<file path="src/tpmc_pkg.sv">
// ----------------------------------------------------------------------------
// tpmc_pkg
// Types, constants and the modular addition helper of the three-pass cipher core.
// ----------------------------------------------------------------------------
package tpmc_pkg;

  localparam int unsigned WIDTH = 32;
  localparam int unsigned CNT_W = $clog2(WIDTH);

  localparam logic [1:0] REG_MODULUS = 2'd0;
  localparam logic [1:0] REG_KEY_A   = 2'd1;
  localparam logic [1:0] REG_KEY_B   = 2'd2;

  localparam logic KEY_SEL_A = 1'b0;
  localparam logic KEY_SEL_B = 1'b1;

  localparam logic [1:0] STAGE_FIRST = 2'd0;
  localparam logic [1:0] STAGE_LAST  = 2'd3;

  typedef enum logic [3:0] {
    DP_NOP,
    DP_LOAD,
    DP_ERROR,
    DP_EUC_INIT,
    DP_DIV_START,
    DP_DIV_STEP,
    DP_EUC_NEXT,
    DP_INV_SAVE,
    DP_RED_START,
    DP_POW_INIT,
    DP_SQR_START,
    DP_MULB_START,
    DP_R_SAVE,
    DP_BIT_NEXT,
    DP_PASS_SAVE
  } dp_op_e;

  typedef enum logic [3:0] {
    S_IDLE,
    S_CHECK,
    S_EUC_TEST,
    S_EUC_DIV,
    S_EUC_FIN,
    S_RED_START,
    S_RED_WAIT,
    S_POW_INIT,
    S_POW_BIT,
    S_SQR_WAIT,
    S_MUL_WAIT,
    S_POW_NEXT,
    S_DONE
  } ctrl_state_e;

  typedef struct packed {
    dp_op_e     op;
    logic       key_sel;
    logic [1:0] stage;
  } dp_cmd_t;

  typedef struct packed {
    logic mul_busy;
    logic div_last;
    logic r1_zero;
    logic gcd_one;
    logic p_small;
    logic exp_bit;
    logic bit_last;
  } dp_status_t;

  // (x + y) mod n for x, y below n; the carry bit keeps the sum exact.
  function automatic logic [WIDTH-1:0] add_mod(input logic [WIDTH-1:0] x,
                                               input logic [WIDTH-1:0] y,
                                               input logic [WIDTH-1:0] n);
    logic [WIDTH:0] s;
    s = {1'b0, x} + {1'b0, y};
    if (s >= {1'b0, n}) begin
      s = s - {1'b0, n};
    end
    return s[WIDTH-1:0];
  endfunction

endpackage

</file>
<file path="src/three_pass_modexp_cipher_core.sv">
// ----------------------------------------------------------------------------
// three_pass_modexp_cipher_core
// Shamir three-pass cipher: key inversion by extended Euclid, then four
// modular exponentiations of one message word.
// ----------------------------------------------------------------------------
//   channel  direction  handshake               payload
//   in       input      in_valid_i / in_stall_o   message_i
//   out      output     out_valid_o / out_stall_i pass_one_o .. recovered_o, key_error_o
//   cfg      input      cfg_we_i                  cfg_index_i, cfg_data_i
//
// One word at a time. Each Euclid quotient is found one quotient bit per
// cycle; each exponent bit takes a squaring in the shared bit-serial
// multiplier, a further multiply for a one bit, and bookkeeping.
// Reset restores modulus 11 and exponents 3 and 7. A finished word waits in
// the output register, so the next word can be taken while out is stalled.
// ----------------------------------------------------------------------------
module three_pass_modexp_cipher_core (
  input  logic                       clk_i,
  input  logic                       rst_ni,
  input  logic                       in_valid_i,
  output logic                       in_stall_o,
  input  logic [tpmc_pkg::WIDTH-1:0] message_i,
  output logic                       out_valid_o,
  input  logic                       out_stall_i,
  output logic [tpmc_pkg::WIDTH-1:0] pass_one_o,
  output logic [tpmc_pkg::WIDTH-1:0] pass_two_o,
  output logic [tpmc_pkg::WIDTH-1:0] pass_three_o,
  output logic [tpmc_pkg::WIDTH-1:0] recovered_o,
  output logic                       key_error_o,
  input  logic                       cfg_we_i,
  input  logic [1:0]                 cfg_index_i,
  input  logic [tpmc_pkg::WIDTH-1:0] cfg_data_i
);
  import tpmc_pkg::*;

  logic [WIDTH-1:0] modulus_q, key_a_q, key_b_q;
  logic             out_valid_q;
  logic [WIDTH-1:0] p1_q, p2_q, p3_q, p4_q;
  logic             err_q;

  logic             idle, result_load;
  dp_cmd_t          cmd;
  dp_status_t       status;
  logic [WIDTH-1:0] dp_p1, dp_p2, dp_p3, dp_p4;
  logic             dp_err;

  always_ff @(posedge clk_i or negedge rst_ni) begin
    if (!rst_ni) begin
      modulus_q <= WIDTH'(11);
      key_a_q   <= WIDTH'(3);
      key_b_q   <= WIDTH'(7);
    end else if (cfg_we_i) begin
      case (cfg_index_i)
        REG_MODULUS: modulus_q <= cfg_data_i;
        REG_KEY_A:   key_a_q   <= cfg_data_i;
        REG_KEY_B:   key_b_q   <= cfg_data_i;
        default: ;
      endcase
    end
  end

  tpmc_ctrl u_ctrl (
    .clk_i         (clk_i),
    .rst_ni        (rst_ni),
    .start_i       (in_valid_i),
    .idle_o        (idle),
    .out_full_i    (out_valid_q),
    .result_load_o (result_load),
    .cmd_o         (cmd),
    .status_i      (status)
  );

  tpmc_dp u_dp (
    .clk_i        (clk_i),
    .rst_ni       (rst_ni),
    .cmd_i        (cmd),
    .status_o     (status),
    .modulus_i    (modulus_q),
    .key_a_exp_i  (key_a_q),
    .key_b_exp_i  (key_b_q),
    .message_i    (message_i),
    .pass_one_o   (dp_p1),
    .pass_two_o   (dp_p2),
    .pass_three_o (dp_p3),
    .recovered_o  (dp_p4),
    .key_error_o  (dp_err)
  );

  always_ff @(posedge clk_i or negedge rst_ni) begin
    if (!rst_ni) begin
      out_valid_q <= 1'b0;
    end else if (result_load) begin
      out_valid_q <= 1'b1;
    end else if (!out_stall_i) begin
      out_valid_q <= 1'b0;
    end
  end

  always_ff @(posedge clk_i) begin
    if (result_load) begin
      p1_q  <= dp_p1;
      p2_q  <= dp_p2;
      p3_q  <= dp_p3;
      p4_q  <= dp_p4;
      err_q <= dp_err;
    end
  end

  assign in_stall_o   = !idle;
  assign out_valid_o  = out_valid_q;
  assign pass_one_o   = p1_q;
  assign pass_two_o   = p2_q;
  assign pass_three_o = p3_q;
  assign recovered_o  = p4_q;
  assign key_error_o  = err_q;

endmodule

</file>
<file path="src/tpmc_dp.sv">
// ----------------------------------------------------------------------------
// tpmc_dp
// Datapath: bit-serial modular multiplier, bit-serial Euclid divider with
// cofactor update, exponent walker and the pass result registers.
// ----------------------------------------------------------------------------
module tpmc_dp (
  input  logic                          clk_i,
  input  logic                          rst_ni,
  input  tpmc_pkg::dp_cmd_t             cmd_i,
  output tpmc_pkg::dp_status_t          status_o,
  input  logic [tpmc_pkg::WIDTH-1:0]    modulus_i,
  input  logic [tpmc_pkg::WIDTH-1:0]    key_a_exp_i,
  input  logic [tpmc_pkg::WIDTH-1:0]    key_b_exp_i,
  input  logic [tpmc_pkg::WIDTH-1:0]    message_i,
  output logic [tpmc_pkg::WIDTH-1:0]    pass_one_o,
  output logic [tpmc_pkg::WIDTH-1:0]    pass_two_o,
  output logic [tpmc_pkg::WIDTH-1:0]    pass_three_o,
  output logic [tpmc_pkg::WIDTH-1:0]    recovered_o,
  output logic                          key_error_o
);
  import tpmc_pkg::*;

  logic [WIDTH-1:0] msg_q, p_q, n_q, ka_q, kb_q, inv_a_q, inv_b_q;
  logic [WIDTH-1:0] base_q, exp_q, r_q;
  logic [CNT_W-1:0] bit_cnt_q;
  logic [WIDTH-1:0] pass_q [4];
  logic             err_q;

  // Euclid registers.
  logic [WIDTH-1:0] r0_q, r1_q, t0_q, t1_q, work_q, rem_q, acc_q;
  logic [CNT_W-1:0] div_cnt_q;

  // Multiplier registers.
  logic [WIDTH-1:0] mul_a_q, mul_b_q, mul_r_q;
  logic [CNT_W-1:0] mul_cnt_q;
  logic             mul_busy_q;

  logic [WIDTH:0]   rem_sh;
  logic             q_bit;
  logic [WIDTH-1:0] rem_d, acc_dbl, acc_d, neg_acc, t2;
  logic [WIDTH-1:0] mul_dbl, mul_r_d;
  logic [WIDTH-1:0] exp_sel;

  // One quotient bit per cycle; the quotient times t1 is accumulated mod n
  // in Horner order alongside it.
  always_comb begin
    rem_sh  = {rem_q, work_q[WIDTH-1]};
    q_bit   = (rem_sh >= {1'b0, r1_q});
    rem_d   = q_bit ? WIDTH'(rem_sh - {1'b0, r1_q}) : rem_sh[WIDTH-1:0];
    acc_dbl = add_mod(acc_q, acc_q, n_q);
    acc_d   = q_bit ? add_mod(acc_dbl, t1_q, n_q) : acc_dbl;
    neg_acc = (acc_q == '0) ? '0 : n_q - acc_q;
    t2      = add_mod(t0_q, neg_acc, n_q);
  end

  always_comb begin
    mul_dbl = add_mod(mul_r_q, mul_r_q, p_q);
    mul_r_d = mul_b_q[WIDTH-1] ? add_mod(mul_dbl, mul_a_q, p_q) : mul_dbl;
  end

  always_comb begin
    case (cmd_i.stage)
      2'd0:    exp_sel = ka_q;
      2'd1:    exp_sel = kb_q;
      2'd2:    exp_sel = inv_a_q;
      default: exp_sel = inv_b_q;
    endcase
  end

  always_ff @(posedge clk_i or negedge rst_ni) begin
    if (!rst_ni) begin
      mul_busy_q <= 1'b0;
      mul_cnt_q  <= '0;
    end else begin
      if (cmd_i.op == DP_RED_START || cmd_i.op == DP_SQR_START ||
          cmd_i.op == DP_MULB_START) begin
        mul_busy_q <= 1'b1;
        mul_cnt_q  <= CNT_W'(WIDTH - 1);
      end else if (mul_busy_q) begin
        mul_cnt_q <= mul_cnt_q - 1'b1;
        if (mul_cnt_q == '0) begin
          mul_busy_q <= 1'b0;
        end
      end
    end
  end

  always_ff @(posedge clk_i) begin
    case (cmd_i.op)
      DP_RED_START: begin
        mul_a_q <= WIDTH'(1);
        mul_b_q <= msg_q;
        mul_r_q <= '0;
      end
      DP_SQR_START: begin
        mul_a_q <= r_q;
        mul_b_q <= r_q;
        mul_r_q <= '0;
      end
      DP_MULB_START: begin
        mul_a_q <= base_q;
        mul_b_q <= mul_r_q;
        mul_r_q <= '0;
      end
      default: begin
        if (mul_busy_q) begin
          mul_r_q <= mul_r_d;
          mul_b_q <= {mul_b_q[WIDTH-2:0], 1'b0};
        end
      end
    endcase
  end

  always_ff @(posedge clk_i) begin
    case (cmd_i.op)
      DP_LOAD: begin
        msg_q <= message_i;
        p_q   <= modulus_i;
        n_q   <= modulus_i - 1'b1;
        ka_q  <= key_a_exp_i;
        kb_q  <= key_b_exp_i;
      end
      DP_EUC_INIT: begin
        r0_q <= n_q;
        r1_q <= (cmd_i.key_sel == KEY_SEL_B) ? kb_q : ka_q;
        t0_q <= '0;
        t1_q <= WIDTH'(1);
      end
      DP_DIV_START: begin
        work_q    <= r0_q;
        rem_q     <= '0;
        acc_q     <= '0;
        div_cnt_q <= CNT_W'(WIDTH - 1);
      end
      DP_DIV_STEP: begin
        work_q    <= {work_q[WIDTH-2:0], 1'b0};
        rem_q     <= rem_d;
        acc_q     <= acc_d;
        div_cnt_q <= div_cnt_q - 1'b1;
      end
      DP_EUC_NEXT: begin
        r0_q <= r1_q;
        r1_q <= rem_q;
        t0_q <= t1_q;
        t1_q <= t2;
      end
      DP_INV_SAVE: begin
        if (cmd_i.key_sel == KEY_SEL_B) begin
          inv_b_q <= t0_q;
        end else begin
          inv_a_q <= t0_q;
        end
      end
      DP_POW_INIT: begin
        base_q    <= (cmd_i.stage == STAGE_FIRST) ? mul_r_q : r_q;
        exp_q     <= exp_sel;
        r_q       <= WIDTH'(1);
        bit_cnt_q <= CNT_W'(WIDTH - 1);
      end
      DP_R_SAVE: r_q <= mul_r_q;
      DP_BIT_NEXT: begin
        exp_q     <= {exp_q[WIDTH-2:0], 1'b0};
        bit_cnt_q <= bit_cnt_q - 1'b1;
      end
      DP_PASS_SAVE: pass_q[cmd_i.stage] <= r_q;
      DP_ERROR: begin
        pass_q[0] <= '0;
        pass_q[1] <= '0;
        pass_q[2] <= '0;
        pass_q[3] <= '0;
      end
      default: ;
    endcase
  end

  always_ff @(posedge clk_i or negedge rst_ni) begin
    if (!rst_ni) begin
      err_q <= 1'b0;
    end else if (cmd_i.op == DP_LOAD) begin
      err_q <= 1'b0;
    end else if (cmd_i.op == DP_ERROR) begin
      err_q <= 1'b1;
    end
  end

  assign status_o.mul_busy = mul_busy_q;
  assign status_o.div_last = (div_cnt_q == '0);
  assign status_o.r1_zero  = (r1_q == '0);
  assign status_o.gcd_one  = (r0_q == WIDTH'(1));
  assign status_o.p_small  = (p_q < WIDTH'(3));
  assign status_o.exp_bit  = exp_q[WIDTH-1];
  assign status_o.bit_last = (bit_cnt_q == '0);

  assign pass_one_o   = pass_q[0];
  assign pass_two_o   = pass_q[1];
  assign pass_three_o = pass_q[2];
  assign recovered_o  = pass_q[3];
  assign key_error_o  = err_q;

endmodule

</file>
<file path="src/tpmc_ctrl.sv">
// ----------------------------------------------------------------------------
// tpmc_ctrl
// Controller: sequences key checks, inversions and the four exponentiations.
// ----------------------------------------------------------------------------
module tpmc_ctrl (
  input  logic                  clk_i,
  input  logic                  rst_ni,
  input  logic                  start_i,
  output logic                  idle_o,
  input  logic                  out_full_i,
  output logic                  result_load_o,
  output tpmc_pkg::dp_cmd_t     cmd_o,
  input  tpmc_pkg::dp_status_t  status_i
);
  import tpmc_pkg::*;

  ctrl_state_e state_q, state_d;
  logic        key_q, key_d;
  logic [1:0]  stage_q, stage_d;

  always_ff @(posedge clk_i or negedge rst_ni) begin
    if (!rst_ni) begin
      state_q <= S_IDLE;
      key_q   <= KEY_SEL_A;
      stage_q <= STAGE_FIRST;
    end else begin
      state_q <= state_d;
      key_q   <= key_d;
      stage_q <= stage_d;
    end
  end

  always_comb begin
    state_d       = state_q;
    key_d         = key_q;
    stage_d       = stage_q;
    cmd_o.op      = DP_NOP;
    cmd_o.key_sel = key_q;
    cmd_o.stage   = stage_q;
    result_load_o = 1'b0;
    idle_o        = 1'b0;
    case (state_q)
      S_IDLE: begin
        idle_o = 1'b1;
        if (start_i) begin
          cmd_o.op = DP_LOAD;
          state_d  = S_CHECK;
        end
      end
      S_CHECK: begin
        if (status_i.p_small) begin
          cmd_o.op = DP_ERROR;
          state_d  = S_DONE;
        end else begin
          cmd_o.op      = DP_EUC_INIT;
          cmd_o.key_sel = KEY_SEL_A;
          key_d         = KEY_SEL_A;
          state_d       = S_EUC_TEST;
        end
      end
      S_EUC_TEST: begin
        if (!status_i.r1_zero) begin
          cmd_o.op = DP_DIV_START;
          state_d  = S_EUC_DIV;
        end else if (!status_i.gcd_one) begin
          cmd_o.op = DP_ERROR;
          state_d  = S_DONE;
        end else begin
          cmd_o.op = DP_INV_SAVE;
          if (key_q == KEY_SEL_A) begin
            key_d   = KEY_SEL_B;
            state_d = S_EUC_FIN;
          end else begin
            state_d = S_RED_START;
          end
        end
      end
      S_EUC_DIV: begin
        cmd_o.op = DP_DIV_STEP;
        if (status_i.div_last) begin
          state_d = S_EUC_FIN;
        end
      end
      S_EUC_FIN: begin
        // Either the end of one Euclid step or the switch to the second key.
        if (status_i.r1_zero && key_q == KEY_SEL_B && status_i.gcd_one) begin
          cmd_o.op = DP_EUC_INIT;
          state_d  = S_EUC_TEST;
        end else begin
          cmd_o.op = DP_EUC_NEXT;
          state_d  = S_EUC_TEST;
        end
        if (!status_i.r1_zero) begin
          cmd_o.op = DP_EUC_NEXT;
        end
        // A key without an inverse ends the word with an error.
        if (status_i.r1_zero && !status_i.gcd_one) begin
          cmd_o.op = DP_ERROR;
          state_d  = S_DONE;
        end
      end
      S_RED_START: begin
        // Message reduction starts the exponentiation phase.
        cmd_o.op = DP_RED_START;
        stage_d  = STAGE_FIRST;
        state_d  = S_RED_WAIT;
      end
      S_RED_WAIT: begin
        if (!status_i.mul_busy) begin
          cmd_o.op = DP_POW_INIT;
          state_d  = S_POW_BIT;
        end
      end
      S_POW_INIT: begin
        cmd_o.op = DP_POW_INIT;
        state_d  = S_POW_BIT;
      end
      S_POW_BIT: begin
        cmd_o.op = DP_SQR_START;
        state_d  = S_SQR_WAIT;
      end
      S_SQR_WAIT: begin
        if (!status_i.mul_busy) begin
          if (status_i.exp_bit) begin
            cmd_o.op = DP_MULB_START;
            state_d  = S_MUL_WAIT;
          end else begin
            cmd_o.op = DP_R_SAVE;
            state_d  = S_POW_NEXT;
          end
        end
      end
      S_MUL_WAIT: begin
        if (!status_i.mul_busy) begin
          cmd_o.op = DP_R_SAVE;
          state_d  = S_POW_NEXT;
        end
      end
      S_POW_NEXT: begin
        if (!status_i.bit_last) begin
          cmd_o.op = DP_BIT_NEXT;
          state_d  = S_POW_BIT;
        end else if (stage_q == STAGE_LAST) begin
          cmd_o.op = DP_PASS_SAVE;
          state_d  = S_DONE;
        end else begin
          // Save this pass; the next pass starts from r in the following cycle.
          cmd_o.op = DP_PASS_SAVE;
          stage_d  = stage_q + 1'b1;
          state_d  = S_POW_INIT;
        end
      end
      S_DONE: begin
        if (!out_full_i) begin
          result_load_o = 1'b1;
          state_d       = S_IDLE;
        end
      end
      default: state_d = S_IDLE;
    endcase
  end

endmodule

</file>
<file path="config.mk">
export PLATFORM = sky130hd
export DESIGN_NAME = three_pass_modexp_cipher_core
export DESIGN_NICKNAME = d
export VERILOG_FILES = /design/src/tpmc_pkg.sv /design/src/three_pass_modexp_cipher_core.sv /design/src/tpmc_dp.sv /design/src/tpmc_ctrl.sv
export SDC_FILE = /design/constraint.sdc
export NUM_CORES = 2
export LEC_CHECK = 0
export BUFFER_PORTS_ARGS = -buffer_cell sky130_fd_sc_hd__buf_4
export CORE_ASPECT_RATIO = 1.4
export CORE_MARGIN = 5
export CORE_UTILIZATION = 25
export CTS_CLUSTER_SIZE = 16
export DETAILED_ROUTE_END_ITERATION = 8
export GPL_ROUTABILITY_DRIVEN = 0
export GPL_TIMING_DRIVEN = 0
export HOLD_SLACK_MARGIN = 0.1
export PLACE_DENSITY = 0.5
export REMOVE_ABC_BUFFERS = 1
export SYNTH_ARGS = -nofsm -noshare
export SYNTH_HDL_FRONTEND = slang
export SYNTH_SLANG_ARGS = --single-unit
</file>
<file path="constraint.sdc">
create_clock -name clk_i -period 18.43 [get_ports clk_i]
set_input_delay 4.6075 -clock clk_i [delete_from_list [all_inputs] [get_ports clk_i]]
set_output_delay 4.6075 -clock clk_i [all_outputs]
set_load 0.02 [all_outputs]
</file>
==> results.py <==
metrics = {
    "logic_synthesis": {
        "synth-main-ff-cell": "edfxtp_1",
        "synth_edf_count": 779,
        "yosysMostFrequentCell": "edfxtp_1",
        "synth_top_area_share_pct": 41.1,
        "syn_area_um2": 56900,
        "synthCells": 5331,
        "yosysSeqAreaShare_pct": 50.5,
        "yosysWarnings": 0,
        "yosys-top-cells-count": "edfxtp_1 (779), nand2_1 (648), o21ai_0 (355)",
        "synth_area_leaders": "edfxtp_1 (41%), ha_1 (7.2%), dfrtp_1 (4.5%), dfxtp_1 (4.5%), nand2_1 (4.3%)",
        "synth_seq_cells": 1018,
        "syn-mean-instance-area_um2": 10.7,
        "async_flop_share_pct": 10.9,
        "synth_top_area_cell": "edfxtp_1",
        "synth.distinct_cells": 106,
    },
    "cts": {
        "postCtsSetupBuffers": 0,
        "ctsHoldBuffers": 0,
        "clk_latency_ns": 0.71,
        "max-clock-path-buffers": 3,
        "ctsHtreeMaxLevel": 3,
        "cts_sinks": 1018,
        "clkTransAtPathRegs_ns": 0.07,
        "post_cts_resized": 0,
        "cts_tree": "yes",
        "cts-root-buf": "clkbuf_16",
        "numCtsBuffers": 98,
    },
    "cells_and_area": {
        "regMostFlops": "u_dp.pass_q",
        "synthToLayoutAreaGrowth_pct": 17.0,
        "final_util_pct": 29.3,
        "fin_nets": 5932,
        "fillers": 23400,
        "multiInputGateArea_um2": 26600,
        "design_area_um2": 66600,
        "post_route_cells_drive_above_1_share_pct": 12.8,
        "seqCellArea_um2": 28700,
        "largest_reg_flops": 128,
    },
    "timing": {
        "hold_viol": 0,
        "fin_crit_ns": 10.83,
        "min_period_over_period_pct": 58.8,
        "relSlewSlack_pct": 1.36,
        "setup_viol": 0,
        "tns_ns": 0,
        "rsz0062_at_grt": "no",
        "slew_viol_final": 0,
        "clock_skew_ns": 0.0409,
        "tightest_slew_ns": 1.47,
        "hold_slack_ns": 0.418,
        "fmax_ghz": 0.0923,
    },
    "run": {
        "cap_violations": 1,
    },
    "critical_path": {
        "path_buf_inv": 6,
        "crit_required_ns": 18.89,
        "reg2reg_depth": 35,
        "path_depth": 35,
        "r2r_setup_slack_ns": 7.60,
        "critPathCapture": "u_dp.acc_q[9]",
        "crit_path_end_kind": "flop",
        "slowest_stage": "nor4_1",
        "r2r_start": "u_dp.n_q[1]",
        "startpoint": "u_dp.n_q[1]",
        "startpoint_type": "flop",
        "reg2reg_to": "u_dp.acc_q[9]",
        "critPathArrivalTime_ns": 11.29,
        "critPathKind": "flop to flop",
        "path_delay_family": "compound AO/OA/AOI/OAI gates",
        "crit_fanout": 21,
        "worst_path_largest_cell_delay_ns": 0.73,
    },
    "die": {
        "fp.dieW_um": 413,
        "initial_utilization_pct": 25.1,
        "coreArea_um2": 227000,
        "io_pins": 202,
        "fp.dieArea_um2": 237000,
        "die_y_um": 574,
        "rows": 207,
    },
    "placement": {
        "io_buffer_count": 201,
        "place_area_um2": 63100,
        "hpwl_mm": 137,
    },
    "routing": {
        "wl_per_cell_um": 20.5,
        "vias": 41900,
        "ant_nets": 0,
        "via_per_inst": 4.85,
        "drt_wl_total_mm": 177,
        "dr.first_iter.drc_count": 2859,
        "drc": 0,
        "drtPass1Iterations": 9,
    },
    "worst_hold_path": {
        "whs_path_depth": 0,
        "hp-class": "flop to flop",
    },
    "global_routing": {
        "grt_pass1_vias": 42600,
        "antenna_found_initial": 12,
        "grt_pass1_wl_mm": 263,
        "grt-ovfl-total": 0,
        "grt_max_degree": 89,
        "track_usage_pct": 14.4,
    },
    "outcome": {
        "violations": "max-capacitance violations",
        "status": "complete, but fails checks",
    },
}
[area by class of cell]
class / count / share of cell area [%]
Clock inverter: 56 / 0.893
Timing Repair Buffer: 301 / 4.68
Sequential cell: 1018 / 43.2
Inverter: 236 / 1.33
Antenna cell: 7 / 0.0263
Multi-Input combinational cell: 3868 / 40.0
Tap cell: 3030 / 5.69
Clock buffer: 130 / 4.22
[how the worst min path moves through the flow]
stage | from | endpoint | slack (ns)
5_1_grt | u_dp.pass_q[3][30] | recovered_o[30] | 0.43
4_1_cts | u_dp.pass_q[3][7] | recovered_o[7] | 0.42
2_1_floorplan | u_dp.pass_q[3][0] | recovered_o[0] | 0.40
3_3_place_gp | u_dp.pass_q[3][9] | recovered_o[9] | 0.40
3_5_place_dp | u_dp.pass_q[3][7] | recovered_o[7] | 0.40
6_report | u_dp.pass_q[3][25] | recovered_o[25] | 0.42
[layout by cell type (no fill, tap or decap), types with 153 or more instances in the layout]
master | Yosys | routed
mux2i_1 | 153 | 153
mux2_2 | 154 | 154
edfxtp_1 | 779 | 779
ha_1 | 328 | 325
buf_4 | 12 | 210
xnor2_1 | 180 | 180
inv_1 | 234 | 232
a21oi_1 | 300 | 298
nand2_1 | 648 | 648
nor2_1 | 346 | 341
o21ai_0 | 355 | 354
[cell families after synthesis]
logic type                 after synthesis  synth area share (%)
and+or+nand+nor                       1598                  13.0
xor gates and xnor gates               293                  4.51
adders and majority gates              338                  7.56
buffers and inverters                  445                  3.11
muxes                                  307                  5.74
DFF                                   1018                  50.5
AOI/OAI and AO/OA                     1332                  15.5
[stage by stage]
stage | std cells | worst slack [ns]
2_1_floorplan | 5122 | 2.36
3_3_place_gp | 8353 | -10.50
3_5_place_dp | 8452 | 7.18
4_1_cts | 8638 | 7.15
5_1_grt | 8640 | 7.26
6_report | 8646 | 7.60
[layer usage]
layer / part of all wire [%] / track usage [%] / up-vias / wire length [µm]
met5: 0.038 / 0 / - / 68
met4: 4.9 / 6.46 / 10 / 8710
met3: 4.6 / 2.05 / 339 / 8100
met2: 53 / 27.4 / 1001 / 93500
met1: 38 / 15.5 / 20500 / 66700
li1: - / - / 20100 / -
Power is left out: the tool's default activity adds up to more than one toggle a clock period on the data nets, which glitch-free logic cannot reach.
